`src/design/sha1de_pkg.sv`:
```
// ----------------------------------------------------------------------------
// sha1de_pkg
// Types, round constants and helper functions of the SHA-1 digest engine.
// ----------------------------------------------------------------------------
`timescale 1ns / 1ps

package sha1de_pkg;

    typedef struct packed {
        logic [31:0] data_word;
        logic [2:0]  byte_count;
        logic        last_word;
    } sha1de_in_t;

    typedef struct packed {
        logic [31:0] digest_word;
        logic [2:0]  word_index;
        logic        digest_last;
    } sha1de_out_t;

    localparam logic [31:0] K_STAGE0 = 32'h5a827999;
    localparam logic [31:0] K_STAGE1 = 32'h6ed9eba1;
    localparam logic [31:0] K_STAGE2 = 32'h8f1bbcdc;
    localparam logic [31:0] K_STAGE3 = 32'hca62c1d6;

    localparam logic [31:0] IV_WORD0 = 32'h67452301;
    localparam logic [31:0] IV_WORD1 = 32'hefcdab89;
    localparam logic [31:0] IV_WORD2 = 32'h98badcfe;
    localparam logic [31:0] IV_WORD3 = 32'h10325476;
    localparam logic [31:0] IV_WORD4 = 32'hc3d2e1f0;

    localparam logic [7:0]  PAD_BYTE = 8'h80;
    localparam logic [2:0]  FULL_WORD_BYTES = 3'd4;
    localparam int          ROUNDS = 80;
    localparam int          CHAIN_WORDS = 5;
    localparam int          BLOCK_WORDS = 16;

    function automatic logic [31:0] chain_iv(input logic [2:0] idx);
        logic [31:0] v;
        case (idx)
            3'd0: v = IV_WORD0;
            3'd1: v = IV_WORD1;
            3'd2: v = IV_WORD2;
            3'd3: v = IV_WORD3;
            3'd4: v = IV_WORD4;
            default: v = IV_WORD0;
        endcase
        return v;
    endfunction

    // counts below four keep the top bytes and put the pad byte right after them
    function automatic logic [31:0] pad_word(input logic [31:0] data, input logic [2:0] cnt);
        logic [31:0] v;
        case (cnt)
            3'd0: v = {PAD_BYTE, 24'h0};
            3'd1: v = {data[31:24], PAD_BYTE, 16'h0};
            3'd2: v = {data[31:16], PAD_BYTE, 8'h0};
            3'd3: v = {data[31:8], PAD_BYTE};
            default: v = data;
        endcase
        return v;
    endfunction

endpackage

```
`src/design/sha1de_ram.sv`:
```
// ----------------------------------------------------------------------------
// sha1de_ram
// Generic single write port, single read port RAM with registered read.
// ----------------------------------------------------------------------------
`timescale 1ns / 1ps

module sha1de_ram #(
    parameter int WIDTH = 32,
    parameter int DEPTH = 16,
    localparam int AW = (DEPTH > 1) ? $clog2(DEPTH) : 1
) (
    input  logic             aclk,
    input  logic             wr_en,
    input  logic [AW-1:0]    wr_addr,
    input  logic [WIDTH-1:0] wr_data,
    input  logic [AW-1:0]    rd_addr,
    output logic [WIDTH-1:0] rd_data
);

    logic [WIDTH-1:0] mem_reg [DEPTH];
    logic [WIDTH-1:0] rd_data_reg;

    always_ff @(posedge aclk) begin
        if (wr_en) begin
            mem_reg[wr_addr] <= wr_data;
        end
        rd_data_reg <= mem_reg[rd_addr];
    end

    assign rd_data = rd_data_reg;

endmodule

```
`src/design/sha1de_round.sv`:
```
// ----------------------------------------------------------------------------
// sha1de_round
// One SHA-1 round: stage function, stage constant and the new working word.
// ----------------------------------------------------------------------------
`timescale 1ns / 1ps

module sha1de_round (
    input  logic [6:0]  rnd,
    input  logic [31:0] a,
    input  logic [31:0] b,
    input  logic [31:0] c,
    input  logic [31:0] d,
    input  logic [31:0] e,
    input  logic [31:0] w,
    output logic [31:0] t
);

    logic [31:0] f;
    logic [31:0] k;

    always_comb begin
        if (rnd < 7'd20) begin
            f = (b & c) | (~b & d);
            k = sha1de_pkg::K_STAGE0;
        end else if (rnd < 7'd40) begin
            f = b ^ c ^ d;
            k = sha1de_pkg::K_STAGE1;
        end else if (rnd < 7'd60) begin
            f = (b & c) | (b & d) | (c & d);
            k = sha1de_pkg::K_STAGE2;
        end else begin
            f = b ^ c ^ d;
            k = sha1de_pkg::K_STAGE3;
        end
    end

    assign t = {a[26:0], a[31:27]} + f + e + k + w;

endmodule

```
`src/design/sha1_digest_engine.sv`:
```
// ----------------------------------------------------------------------------
// sha1_digest_engine
// SHA-1 hash of a word stream with padding, length append and digest output.
// ----------------------------------------------------------------------------
// Message words are taken one per cycle into a 16-word block RAM until the
// block is full. A full block is compressed by a single round unit, one round
// per cycle: the chaining words are loaded from the chain RAM, 80 rounds are
// run, and the chaining words are read, added and written back. The last word
// of a request is followed by padding of the remaining block words, one or two
// compressions, and then the five digest words, each shown after a chain RAM
// read and held until taken. Input is not accepted while a block is compressed,
// the message is padded or the digest is being delivered.
`timescale 1ns / 1ps

module sha1_digest_engine (
    input  logic                    aclk,
    input  logic                    aresetn,
    input  logic                    s_valid,
    output logic                    s_ready,
    input  sha1de_pkg::sha1de_in_t  s_data,
    output logic                    m_valid,
    input  logic                    m_ready,
    output sha1de_pkg::sha1de_out_t m_data
);

    localparam logic [2:0] ST_IDLE  = 3'd0;
    localparam logic [2:0] ST_FILL  = 3'd1;
    localparam logic [2:0] ST_LOADC = 3'd2;
    localparam logic [2:0] ST_ROUND = 3'd3;
    localparam logic [2:0] ST_ADDC  = 3'd4;
    localparam logic [2:0] ST_OUTRD = 3'd5;
    localparam logic [2:0] ST_OUTLD = 3'd6;
    localparam logic [2:0] ST_OUTW  = 3'd7;

    logic [2:0]  state_reg, state_next;
    logic [6:0]  cnt_reg, cnt_next;
    logic [3:0]  fill_idx_reg, fill_idx_next;
    logic [63:0] bit_len_reg, bit_len_next;
    logic        padding_reg, padding_next;
    logic        pad_pend_reg, pad_pend_next;
    logic        len_fits_reg, len_fits_next;
    logic [4:0]  chain_vld_reg, chain_vld_next;
    logic        chain_rd_vld_reg;
    logic [2:0]  chain_rd_idx_reg;
    logic        m_valid_reg, m_valid_next;

    logic [31:0] a_reg, b_reg, c_reg, d_reg, e_reg;
    logic [31:0] a_next, b_next, c_next, d_next, e_next;
    logic [31:0] win_reg [16];
    logic [31:0] win_next [16];
    sha1de_pkg::sha1de_out_t m_data_reg, m_data_next;

    logic        blk_we;
    logic [3:0]  blk_waddr;
    logic [31:0] blk_wdata;
    logic [3:0]  blk_raddr;
    logic [31:0] blk_rdata;

    logic        chain_we;
    logic [2:0]  chain_waddr;
    logic [31:0] chain_wdata;
    logic [2:0]  chain_raddr;
    logic [31:0] chain_ram_q;
    logic [31:0] chain_q;

    logic        s_fire;
    logic [2:0]  count_eff;
    logic [31:0] w_cur;
    logic [31:0] w_mix;
    logic [31:0] round_t;

    sha1de_ram #(
        .WIDTH(32),
        .DEPTH(sha1de_pkg::BLOCK_WORDS)
    ) u_block_ram (
        .aclk    (aclk),
        .wr_en   (blk_we),
        .wr_addr (blk_waddr),
        .wr_data (blk_wdata),
        .rd_addr (blk_raddr),
        .rd_data (blk_rdata)
    );

    sha1de_ram #(
        .WIDTH(32),
        .DEPTH(sha1de_pkg::CHAIN_WORDS)
    ) u_chain_ram (
        .aclk    (aclk),
        .wr_en   (chain_we),
        .wr_addr (chain_waddr),
        .wr_data (chain_wdata),
        .rd_addr (chain_raddr),
        .rd_data (chain_ram_q)
    );

    sha1de_round u_round (
        .rnd (cnt_reg),
        .a   (a_reg),
        .b   (b_reg),
        .c   (c_reg),
        .d   (d_reg),
        .e   (e_reg),
        .w   (w_cur),
        .t   (round_t)
    );

    // entries never written since the last digest read as the initial values
    assign chain_q = chain_rd_vld_reg ? chain_ram_q : sha1de_pkg::chain_iv(chain_rd_idx_reg);

    assign s_ready = (state_reg == ST_IDLE);
    assign s_fire  = s_valid && s_ready;
    assign m_valid = m_valid_reg;
    assign m_data  = m_data_reg;

    assign count_eff = (!s_data.last_word || s_data.byte_count > sha1de_pkg::FULL_WORD_BYTES) ?
                       sha1de_pkg::FULL_WORD_BYTES : s_data.byte_count;

    assign w_mix = win_reg[13] ^ win_reg[8] ^ win_reg[2] ^ win_reg[0];
    assign w_cur = (cnt_reg < 7'd16) ? blk_rdata : {w_mix[30:0], w_mix[31]};

    always_comb begin
        state_next     = state_reg;
        cnt_next       = cnt_reg;
        fill_idx_next  = fill_idx_reg;
        bit_len_next   = bit_len_reg;
        padding_next   = padding_reg;
        pad_pend_next  = pad_pend_reg;
        len_fits_next  = len_fits_reg;
        chain_vld_next = chain_vld_reg;
        m_valid_next   = m_valid_reg;
        m_data_next    = m_data_reg;
        a_next = a_reg;
        b_next = b_reg;
        c_next = c_reg;
        d_next = d_reg;
        e_next = e_reg;
        win_next = win_reg;

        blk_we      = 1'b0;
        blk_waddr   = fill_idx_reg;
        blk_wdata   = s_data.data_word;
        blk_raddr   = 4'd0;
        chain_we    = 1'b0;
        chain_waddr = 3'd0;
        chain_wdata = chain_q + a_reg;
        chain_raddr = (cnt_reg < 7'd5) ? cnt_reg[2:0] : 3'd0;

        case (state_reg)
            ST_IDLE: begin
                if (s_fire) begin
                    blk_we        = 1'b1;
                    blk_wdata     = s_data.last_word ?
                                    sha1de_pkg::pad_word(s_data.data_word, count_eff) :
                                    s_data.data_word;
                    bit_len_next  = bit_len_reg + {58'd0, count_eff, 3'd0};
                    fill_idx_next = fill_idx_reg + 4'd1;
                    if (s_data.last_word) begin
                        padding_next  = 1'b1;
                        pad_pend_next = (count_eff == sha1de_pkg::FULL_WORD_BYTES);
                        len_fits_next = (count_eff != sha1de_pkg::FULL_WORD_BYTES) &&
                                        (fill_idx_reg <= 4'd13);
                    end
                    if (fill_idx_reg == 4'd15) begin
                        state_next = ST_LOADC;
                        cnt_next   = 7'd0;
                    end else if (s_data.last_word) begin
                        state_next = ST_FILL;
                    end
                end
            end
            ST_FILL: begin
                blk_we = 1'b1;
                if (pad_pend_reg) begin
                    blk_wdata     = {sha1de_pkg::PAD_BYTE, 24'h0};
                    pad_pend_next = 1'b0;
                    len_fits_next = (fill_idx_reg <= 4'd13);
                end else if (len_fits_reg && fill_idx_reg == 4'd14) begin
                    blk_wdata = bit_len_reg[63:32];
                end else if (len_fits_reg && fill_idx_reg == 4'd15) begin
                    blk_wdata = bit_len_reg[31:0];
                end else begin
                    blk_wdata = 32'd0;
                end
                fill_idx_next = fill_idx_reg + 4'd1;
                if (fill_idx_reg == 4'd15) begin
                    state_next = ST_LOADC;
                    cnt_next   = 7'd0;
                end
            end
            ST_LOADC: begin
                if (cnt_reg != 7'd0) begin
                    a_next = b_reg;
                    b_next = c_reg;
                    c_next = d_reg;
                    d_next = e_reg;
                    e_next = chain_q;
                end
                if (cnt_reg == 7'd5) begin
                    state_next = ST_ROUND;
                    cnt_next   = 7'd0;
                end else begin
                    cnt_next = cnt_reg + 7'd1;
                end
            end
            ST_ROUND: begin
                blk_raddr = cnt_reg[3:0] + 4'd1;
                a_next = round_t;
                b_next = a_reg;
                c_next = {b_reg[1:0], b_reg[31:2]};
                d_next = c_reg;
                e_next = d_reg;
                for (int i = 0; i < 15; i++) begin
                    win_next[i] = win_reg[i + 1];
                end
                win_next[15] = w_cur;
                if (cnt_reg == 7'(sha1de_pkg::ROUNDS - 1)) begin
                    state_next = ST_ADDC;
                    cnt_next   = 7'd0;
                end else begin
                    cnt_next = cnt_reg + 7'd1;
                end
            end
            ST_ADDC: begin
                if (cnt_reg != 7'd0) begin
                    chain_we    = 1'b1;
                    chain_waddr = cnt_reg[2:0] - 3'd1;
                    chain_vld_next[chain_waddr] = 1'b1;
                    a_next = b_reg;
                    b_next = c_reg;
                    c_next = d_reg;
                    d_next = e_reg;
                    e_next = chain_wdata;
                end
                if (cnt_reg == 7'd5) begin
                    cnt_next = 7'd0;
                    if (!padding_reg) begin
                        state_next = ST_IDLE;
                    end else if (len_fits_reg && !pad_pend_reg) begin
                        state_next = ST_OUTRD;
                    end else begin
                        state_next    = ST_FILL;
                        len_fits_next = 1'b1;
                    end
                end else begin
                    cnt_next = cnt_reg + 7'd1;
                end
            end
            ST_OUTRD: begin
                state_next = ST_OUTLD;
            end
            ST_OUTLD: begin
                m_valid_next            = 1'b1;
                m_data_next.digest_word = chain_q;
                m_data_next.word_index  = cnt_reg[2:0];
                m_data_next.digest_last = (cnt_reg == 7'd4);
                state_next              = ST_OUTW;
            end
            ST_OUTW: begin
                if (m_ready) begin
                    m_valid_next = 1'b0;
                    if (cnt_reg == 7'd4) begin
                        // digest done: back to the initial chaining state
                        state_next     = ST_IDLE;
                        cnt_next       = 7'd0;
                        chain_vld_next = 5'd0;
                        bit_len_next   = 64'd0;
                        fill_idx_next  = 4'd0;
                        padding_next   = 1'b0;
                        pad_pend_next  = 1'b0;
                        len_fits_next  = 1'b0;
                    end else begin
                        state_next = ST_OUTRD;
                        cnt_next   = cnt_reg + 7'd1;
                    end
                end
            end
            default: begin
                state_next = ST_IDLE;
            end
        endcase
    end

    always_ff @(posedge aclk) begin
        if (!aresetn) begin
            state_reg        <= ST_IDLE;
            cnt_reg          <= 7'd0;
            fill_idx_reg     <= 4'd0;
            bit_len_reg      <= 64'd0;
            padding_reg      <= 1'b0;
            pad_pend_reg     <= 1'b0;
            len_fits_reg     <= 1'b0;
            chain_vld_reg    <= 5'd0;
            chain_rd_vld_reg <= 1'b0;
            chain_rd_idx_reg <= 3'd0;
            m_valid_reg      <= 1'b0;
        end else begin
            state_reg        <= state_next;
            cnt_reg          <= cnt_next;
            fill_idx_reg     <= fill_idx_next;
            bit_len_reg      <= bit_len_next;
            padding_reg      <= padding_next;
            pad_pend_reg     <= pad_pend_next;
            len_fits_reg     <= len_fits_next;
            chain_vld_reg    <= chain_vld_next;
            chain_rd_vld_reg <= chain_vld_reg[chain_raddr];
            chain_rd_idx_reg <= chain_raddr;
            m_valid_reg      <= m_valid_next;
        end
    end

    always_ff @(posedge aclk) begin
        a_reg      <= a_next;
        b_reg      <= b_next;
        c_reg      <= c_next;
        d_reg      <= d_next;
        e_reg      <= e_next;
        win_reg    <= win_next;
        m_data_reg <= m_data_next;
    end

endmodule

```
`config.mk`:
```
export PLATFORM = sky130hd
export DESIGN_NAME = sha1_digest_engine
export DESIGN_NICKNAME = d
export VERILOG_FILES = /design/src/design/sha1de_pkg.sv /design/src/design/sha1de_ram.sv /design/src/design/sha1de_round.sv /design/src/design/sha1_digest_engine.sv
export SDC_FILE = /design/constraint.sdc
export NUM_CORES = 2
export LEC_CHECK = 0
export ABC_AREA = 0
export BUFFER_PORTS_ARGS = -buffer_cell sky130_fd_sc_hd__buf_2
export CAP_MARGIN = 20
export CORE_MARGIN = 5
export CORE_UTILIZATION = 57
export DETAILED_ROUTE_END_ITERATION = 8
export MAX_ROUTING_LAYER = met4
export PLACE_DENSITY = 0.76
export SLEW_MARGIN = 40
export SYNTH_ARGS = -nofsm -noshare
export SYNTH_HDL_FRONTEND = slang
export SYNTH_SLANG_ARGS = --single-unit
export TNS_END_PERCENT = 30
```
`constraint.sdc`:
```
create_clock -name aclk -period 18.13 [get_ports aclk]
set_input_delay 0 -clock aclk [delete_from_list [all_inputs] [get_ports aclk]]
set_output_delay 0 -clock aclk [all_outputs]
set_load 0.05 [all_outputs]
```
-- Yosys cells after proc, flatten, opt, wreduce, memory -nomap -nowiden
Memories as Yosys holds them, arrays and structs flattened. A register that Yosys moved wholly into a read port is not among the register bits.
Cells that the tools add are included.
- add/sub/neg operators: 10
- multipliers: 0
- div/mod/pow operators: 0
- magnitude comparators: 10
- eq/ne operators: 36
- shift-type cells: 0
- muxes and demuxes: 92
- bitwise logic cells: 14
- reduce and logical (&&, ||, !) cells: 32
- operator list (operator ; number):
    32-bit two-way mux ; 18
    32-bit case mux with 2 select lines ; 5
    32-bit case mux with 4 select lines ; 2
    64-bit two-way mux ; 3
    32-bit adder ; 5
    32-bit bitwise XOR ; 5
    32-bit AND ; 4
    64-bit case mux with 2 select lines ; 1
    32-bit bitwise OR ; 3
    32-bit case mux with 3 select lines ; 1
    64-bit by 6-bit adder with 64-bit output ; 1
    3-bit two-way mux ; 15
    7-bit two-way mux ; 6
    7-bit case mux with 5 select lines ; 1
    32-bit NOT ; 1
    31-bit two-way mux ; 1
    3-bit case mux with 8 select lines ; 1
    1-bit two-way mux ; 22
    2-bit != test, second input constant ; 11
    3-bit by 2-bit equality test with 1-bit output, second input constant ; 6
    3-bit equality test, second input constant ; 6
    4-bit two-way mux ; 4
    5-bit two-way mux ; 3
    7-bit by 3-bit equality test with 1-bit output, second input constant ; 2
    40 further kinds ; 67
- bits in registers: 799
- latch bits: 0
- bits in writable memories: 672
- ROM bits: 0
- input bits: 40
- memories: 2
- memories (name ; depth ; bits a word ; read ports ; clocked after Yosys merged registers in ; write ports ; line ; source):
    u_block_ram.mem_reg ; 16 ; 32 ; 1 ; 1 ; 1 ; sha1de_ram.sv:20 ; logic [WIDTH-1:0] mem_reg [DEPTH];
    u_chain_ram.mem_reg ; 5 ; 32 ; 1 ; 1 ; 1 ; sha1de_ram.sv:20 ;

-- Logic depth before layout (Yosys ltp)
- word-level depth: 11
- gate-level depth with buffers: 26

-- Hierarchy
Synthesis repeated with hierarchy kept, for this count alone.
- cell total of the unflattened synthesis: 4017
- area total of the unflattened synthesis: 64384.2 um^2
- by module, submodules not included (module ; instances ; cells an instance ; area each (um^2) ; seq. area each (um^2)):
    sha1_digest_engine ; 1 ; 2142 ; 32003.2 ; 23022.1
    sha1de_ram at u_block_ram ; 1 ; 838 ; 19854.0 ; 16015.4
    sha1de_ram at u_chain_ram ; 1 ; 381 ; 6910.4 ; 5445.2
    sha1de_round ; 1 ; 656 ; 5616.6 ; 0.0

-- Worst setup path before layout
No wires, ideal clock.
- kind: reg-to-reg
- start: register state_reg[2]
- end: register e_reg[15], data pin
- setup time: 0.224 ns
- data arrival time: 16.856 ns
- required time: 17.906 ns
- setup slack: 1.049 ns
- stages on the path, launching flop included: 9
- buffers on the path: 3
- clock period less this slack: 17.081 ns
- cell sequence: dfxtp_1 > buf_2 > inv_1 > nand3_1 > inv_1 > clkbuf_1 > clkbuf_1 > a221oi_1 > o21ai_0
- longest elaborated chain between the ends: 2
- RTL lines (item ; line ; source):
    from (decl) ; sha1_digest_engine.sv:35 ; logic [2:0] state_reg, state_next;
    from (signal assigned) ; sha1_digest_engine.sv:297 ; state_reg <= state_next;
    3-bit equality test / 3-bit by 2-bit equality test with 1-bit output (equally long branches) ; sha1_digest_engine.sv:148 ; case (state_reg)
    32-bit case mux with 3 select lines (*) ; sha1_digest_engine.sv:148 ;
    named net e_next[15] ; sha1_digest_engine.sv:48 ; logic [31:0] a_next, b_next, c_next, d_next, e_next;
    to (signal assigned) ; sha1_digest_engine.sv:316 ; e_reg <= e_next;
    to (decl) ; sha1_digest_engine.sv:47 ; logic [31:0] a_reg, b_reg, c_reg, d_reg, e_reg;
Mark *: on every way through the listed nets, which the timed path passes. The rest lies on a longest branch.
A chain may end at the register's enable or synchronous reset.

-- Worst setup path after layout
- start: register cnt_reg[2]
- end: register a_reg[29], data pin
- longest elaborated chain between the ends: 9
- RTL lines (item ; line ; source):
    from (decl) ; sha1_digest_engine.sv:36 ; logic [6:0] cnt_reg, cnt_next;
    from (signal assigned) ; sha1_digest_engine.sv:298 ; cnt_reg <= cnt_next;
    7-bit by 6-bit less-than comparator with 1-bit output ; sha1de_round.sv:28 ; end else if (rnd < 7'd60) begin
    32-bit two-way mux ; sha1de_round.sv:28 ;
    32-bit two-way mux ; sha1de_round.sv:25 ; end else if (rnd < 7'd40) begin
    32-bit two-way mux ; sha1de_round.sv:22 ; if (rnd < 7'd20) begin
    32-bit adder (3 in a row) ; sha1de_round.sv:37 ; assign t = {a[26:0], a[31:27]} + f + e + k + w;
    32-bit adder (*) ; sha1de_round.sv:37 ;
    32-bit case mux with 2 select lines (*) ; sha1_digest_engine.sv:148 ;
    named net a_next[29] ; sha1_digest_engine.sv:48 ;
    to (signal assigned) ; sha1_digest_engine.sv:312 ; a_reg <= a_next;
    to (decl) ; sha1_digest_engine.sv:47 ;
Marks and branches as above.

==> flow_summary.toml <==
[clock_tree]
insertion_delay_ns = 0.76
cts.clk_slew.worst_paths_ns = 0.06
cts_num_sinks = 1532
ctsRootBufferMaster = "clkbuf_16"
post_cts_buffers = 0
htree_num_levels = 4
cts_tree = "built"
cts_buffers = 151
clockBufferDepth = 3

[route]
wirelength_um = 154300
drc = 0
vias = 38460
via_per_inst = 6.088
detailedRoute.firstIterationViolations = 4841
first_pass_iters = 7
postRouteAntennaNets = 0
wire_per_inst_um = 24.42

[power]
p_int_uw = 6784
p_leak_uw = 0.02548
swShare_pct = 29.47
power_frac_clock_pct = 32.5
irDropWorstVdd_mv = 0.1090
power_density_nw_per_um2 = 133.1
power_frac_seq_pct = 45.5
power.switching_uw = 2835
p_comb_share_pct = 22.0

[finish]
fin_area_um2 = 72280
register_area_um2 = 44490
fillers = 7823
num-nets-final = 4933
areaGrowthSynthToFinish_pct = 11.89
multiInputGateArea_um2 = 18640
drive_above_1_share_pct = 12.86

[sta]
rsz0062_at_grt = "false"
hold_viol = 0
worstMarginPinSlew_ns = 0.9370
slew_headroom_pct = 37.00
finalSetupViolCount = 0
timing.final.crit_share_pct = 38.00
setup_tns_ns = 0
timing.fmax_mhz = 145.2
finClkSkew_ns = 0.02504
drv_slew = 0
fin_crit_ns = 6.889

[placement]
portBuffers = 77
placed_cell_area_um2 = 66990
hpwl_um = 95300
gp_congestion = 0.9453

[logic_synthesis]
async_reset_ff_share_pct = 0
yosysTopAreaCellShare_pct = 64.15
netlist_instances = 4572
ys_top_cells_by_count = "1380 x edfxtp_1, 491 x nand2_1, 278 x a21oi_1"
mappedNetlistArea_um2 = 64600
yosysTopAreaCell = "edfxtp_1"
ys.flop_type = "edfxtp_1"
ys_ff_latch = 1532
synth_cell_types = 84
synth_edf_count = 1380
ys_warn_count = 0
seq_area_frac_synth_pct = 68.86
synth.avg_cell_area_um2 = 14.13
yosysMostFrequentCell = "edfxtp_1"
synth_area_leaders = "edfxtp_1 64%, dfxtp_1 4.7%, fa_1 3.5%"
syn-num-nets = 4814

[job]
maxCapViolCount = 0

[worst_setup_path]
worst-setup-path-type = "reg2reg"
start_kind = "register"
end_kind = "register"
critPathRequiredTime_ns = 18.60
arrival_ns = 7.36
crit_fanout = 24

[min_path]
min_path_type = "in2reg"

[grt]
overflow = 0
track_usage_pct = 26.08
grt_pass1_wl_um = 231600
grt_max_degree = 120
grt_pass1_vias = 36990
antenna_found_initial = 5

[floorplan]
io_pins = 78
dieWidth_um = 346.7
coreArea_um2 = 112500
start_util_pct = 57.42
fp.dieH_um = 346.7
rows = 123
dieArea_um2 = 120200

[outcome]
status = "completed"
-- layout make-up --
class,instances,share of cell area [%]
Sequential cell,1532,61.54
Timing Repair Buffer,177,1.786
Tap cell,1500,2.596
Clock buffer,203,5.795
Inverter,256,1.340
Clock inverter,74,1.137
Multi-Input combinational cell,2573,25.79
Antenna cell,2,0.006924
-- critical path, stage by stage, from the launching register on --
cell      delay, ns
dfxtp_1        0.71
nand2_1        0.16
o21ai_1        0.24
or2_2          0.52
inv_2          0.39
nor2_1         0.24
buf_4          0.34
a221oi_1       0.17
fa_1           0.49
fa_1           0.45
fa_1           0.52
inv_1          0.04
ha_1           0.35
a21oi_1        0.29
o211ai_1       0.15
a31o_2         0.27
a221o_1        0.29
o21ai_0        0.37
o21ai_0        0.15
a21oi_1        0.21
xor2_1         0.17
o21ai_0        0.08
-- metal layers --
layer	global-route usage, %	share of wire (%)
met2	37.66	45
met5	-	0
met3	5.276	10
met4	8.327	3.1
met1	37.88	42
-- final timing paths --
check                             startpoint                           to  slack, ns  depth (start not counted)
worst min-delay path              s_data[15]  u_block_ram.mem_reg[14][11]       0.04                          3
worst max register to register    cnt_reg[2]                    a_reg[29]      11.24                         21
worst max-delay path              cnt_reg[2]                    a_reg[29]      11.24                         21
worst min register to register  win_reg[344]                 win_reg[376]       0.41                          0
-- repair_timing --
action                                  CTS  global route
gates resized for setup                   0             0
hold buffers                             24             0
hold endpoints to repair                286             0
endpoints found under the setup margin    0             0
-- power by group through the flow --
stage	clock, uW	sequential [uW]	combinational, uW
after global placement	0	4440	2020
after detailed placement	0	4440	2080
after floorplan	0	4430	1430
after global routing	3330	4390	2320
after CTS	3170	4370	2090
final	3120	4380	2120
-- kinds of logic after synthesis --
group                    Yosys count  share of synthesized area [%]
buffers and inverters            467                          2.772
AO/OA/AOI/OAI                    921                          9.072
XOR/XNOR                         220                          2.983
adder cells (fa/ha/maj)          202                          5.237
multiplexers                     260                          4.339
flip-flops                      1532                          68.86
AND/OR/NAND/NOR                  970                          6.738
-- layout by cell type (no fill, tap or decap), types with 17 or more instances in the layout --
master and count:
edfxtp_1 1380, nand2_1 485, a21oi_1 275, o21ai_0 269
inv_1 252, nor2_1 161, mux2_2 160, clkbuf_16 155
xnor2_1 154, dfxtp_1 151, fa_1 114, nand3_1 107
mux2i_1 100, ha_1 87, buf_2 86, xor2_1 64
a21o_1 61, buf_4 52, and3_1 45, a221oi_1 42
a221o_1 41, o31ai_1 38, o221ai_1 37, clkbuf_1 35
clkinv_2 30, a222oi_1 25, and2_1 24, dlygate4sd3_1 24
o21ai_1 19, or3_1 18, o21a_1 17, nand4_1 17
-- per-stage QoR --
stage | setup WS (ns) | hold slack [ns] | instances | power, uW | utilization [%]
6_report | 11.24 | 0.03550 | 6317 | 9619 | 64.25
5_1_grt | 10.78 | 0.07169 | 6317 | 10040 | 64.25
4_1_cts | 11.06 | 0.004171 | 6314 | 9633 | 64.22
3_5_place_dp | 11.04 | 0.3548 | 6013 | 6520 | 59.55
3_3_place_gp | 11.30 | 0.3354 | 6001 | 6458 | 59.37
2_1_floorplan | 1.049 | 0.1393 | 4572 | 5863 | -
No activity file was read; power rests on OpenSTA's default activity.
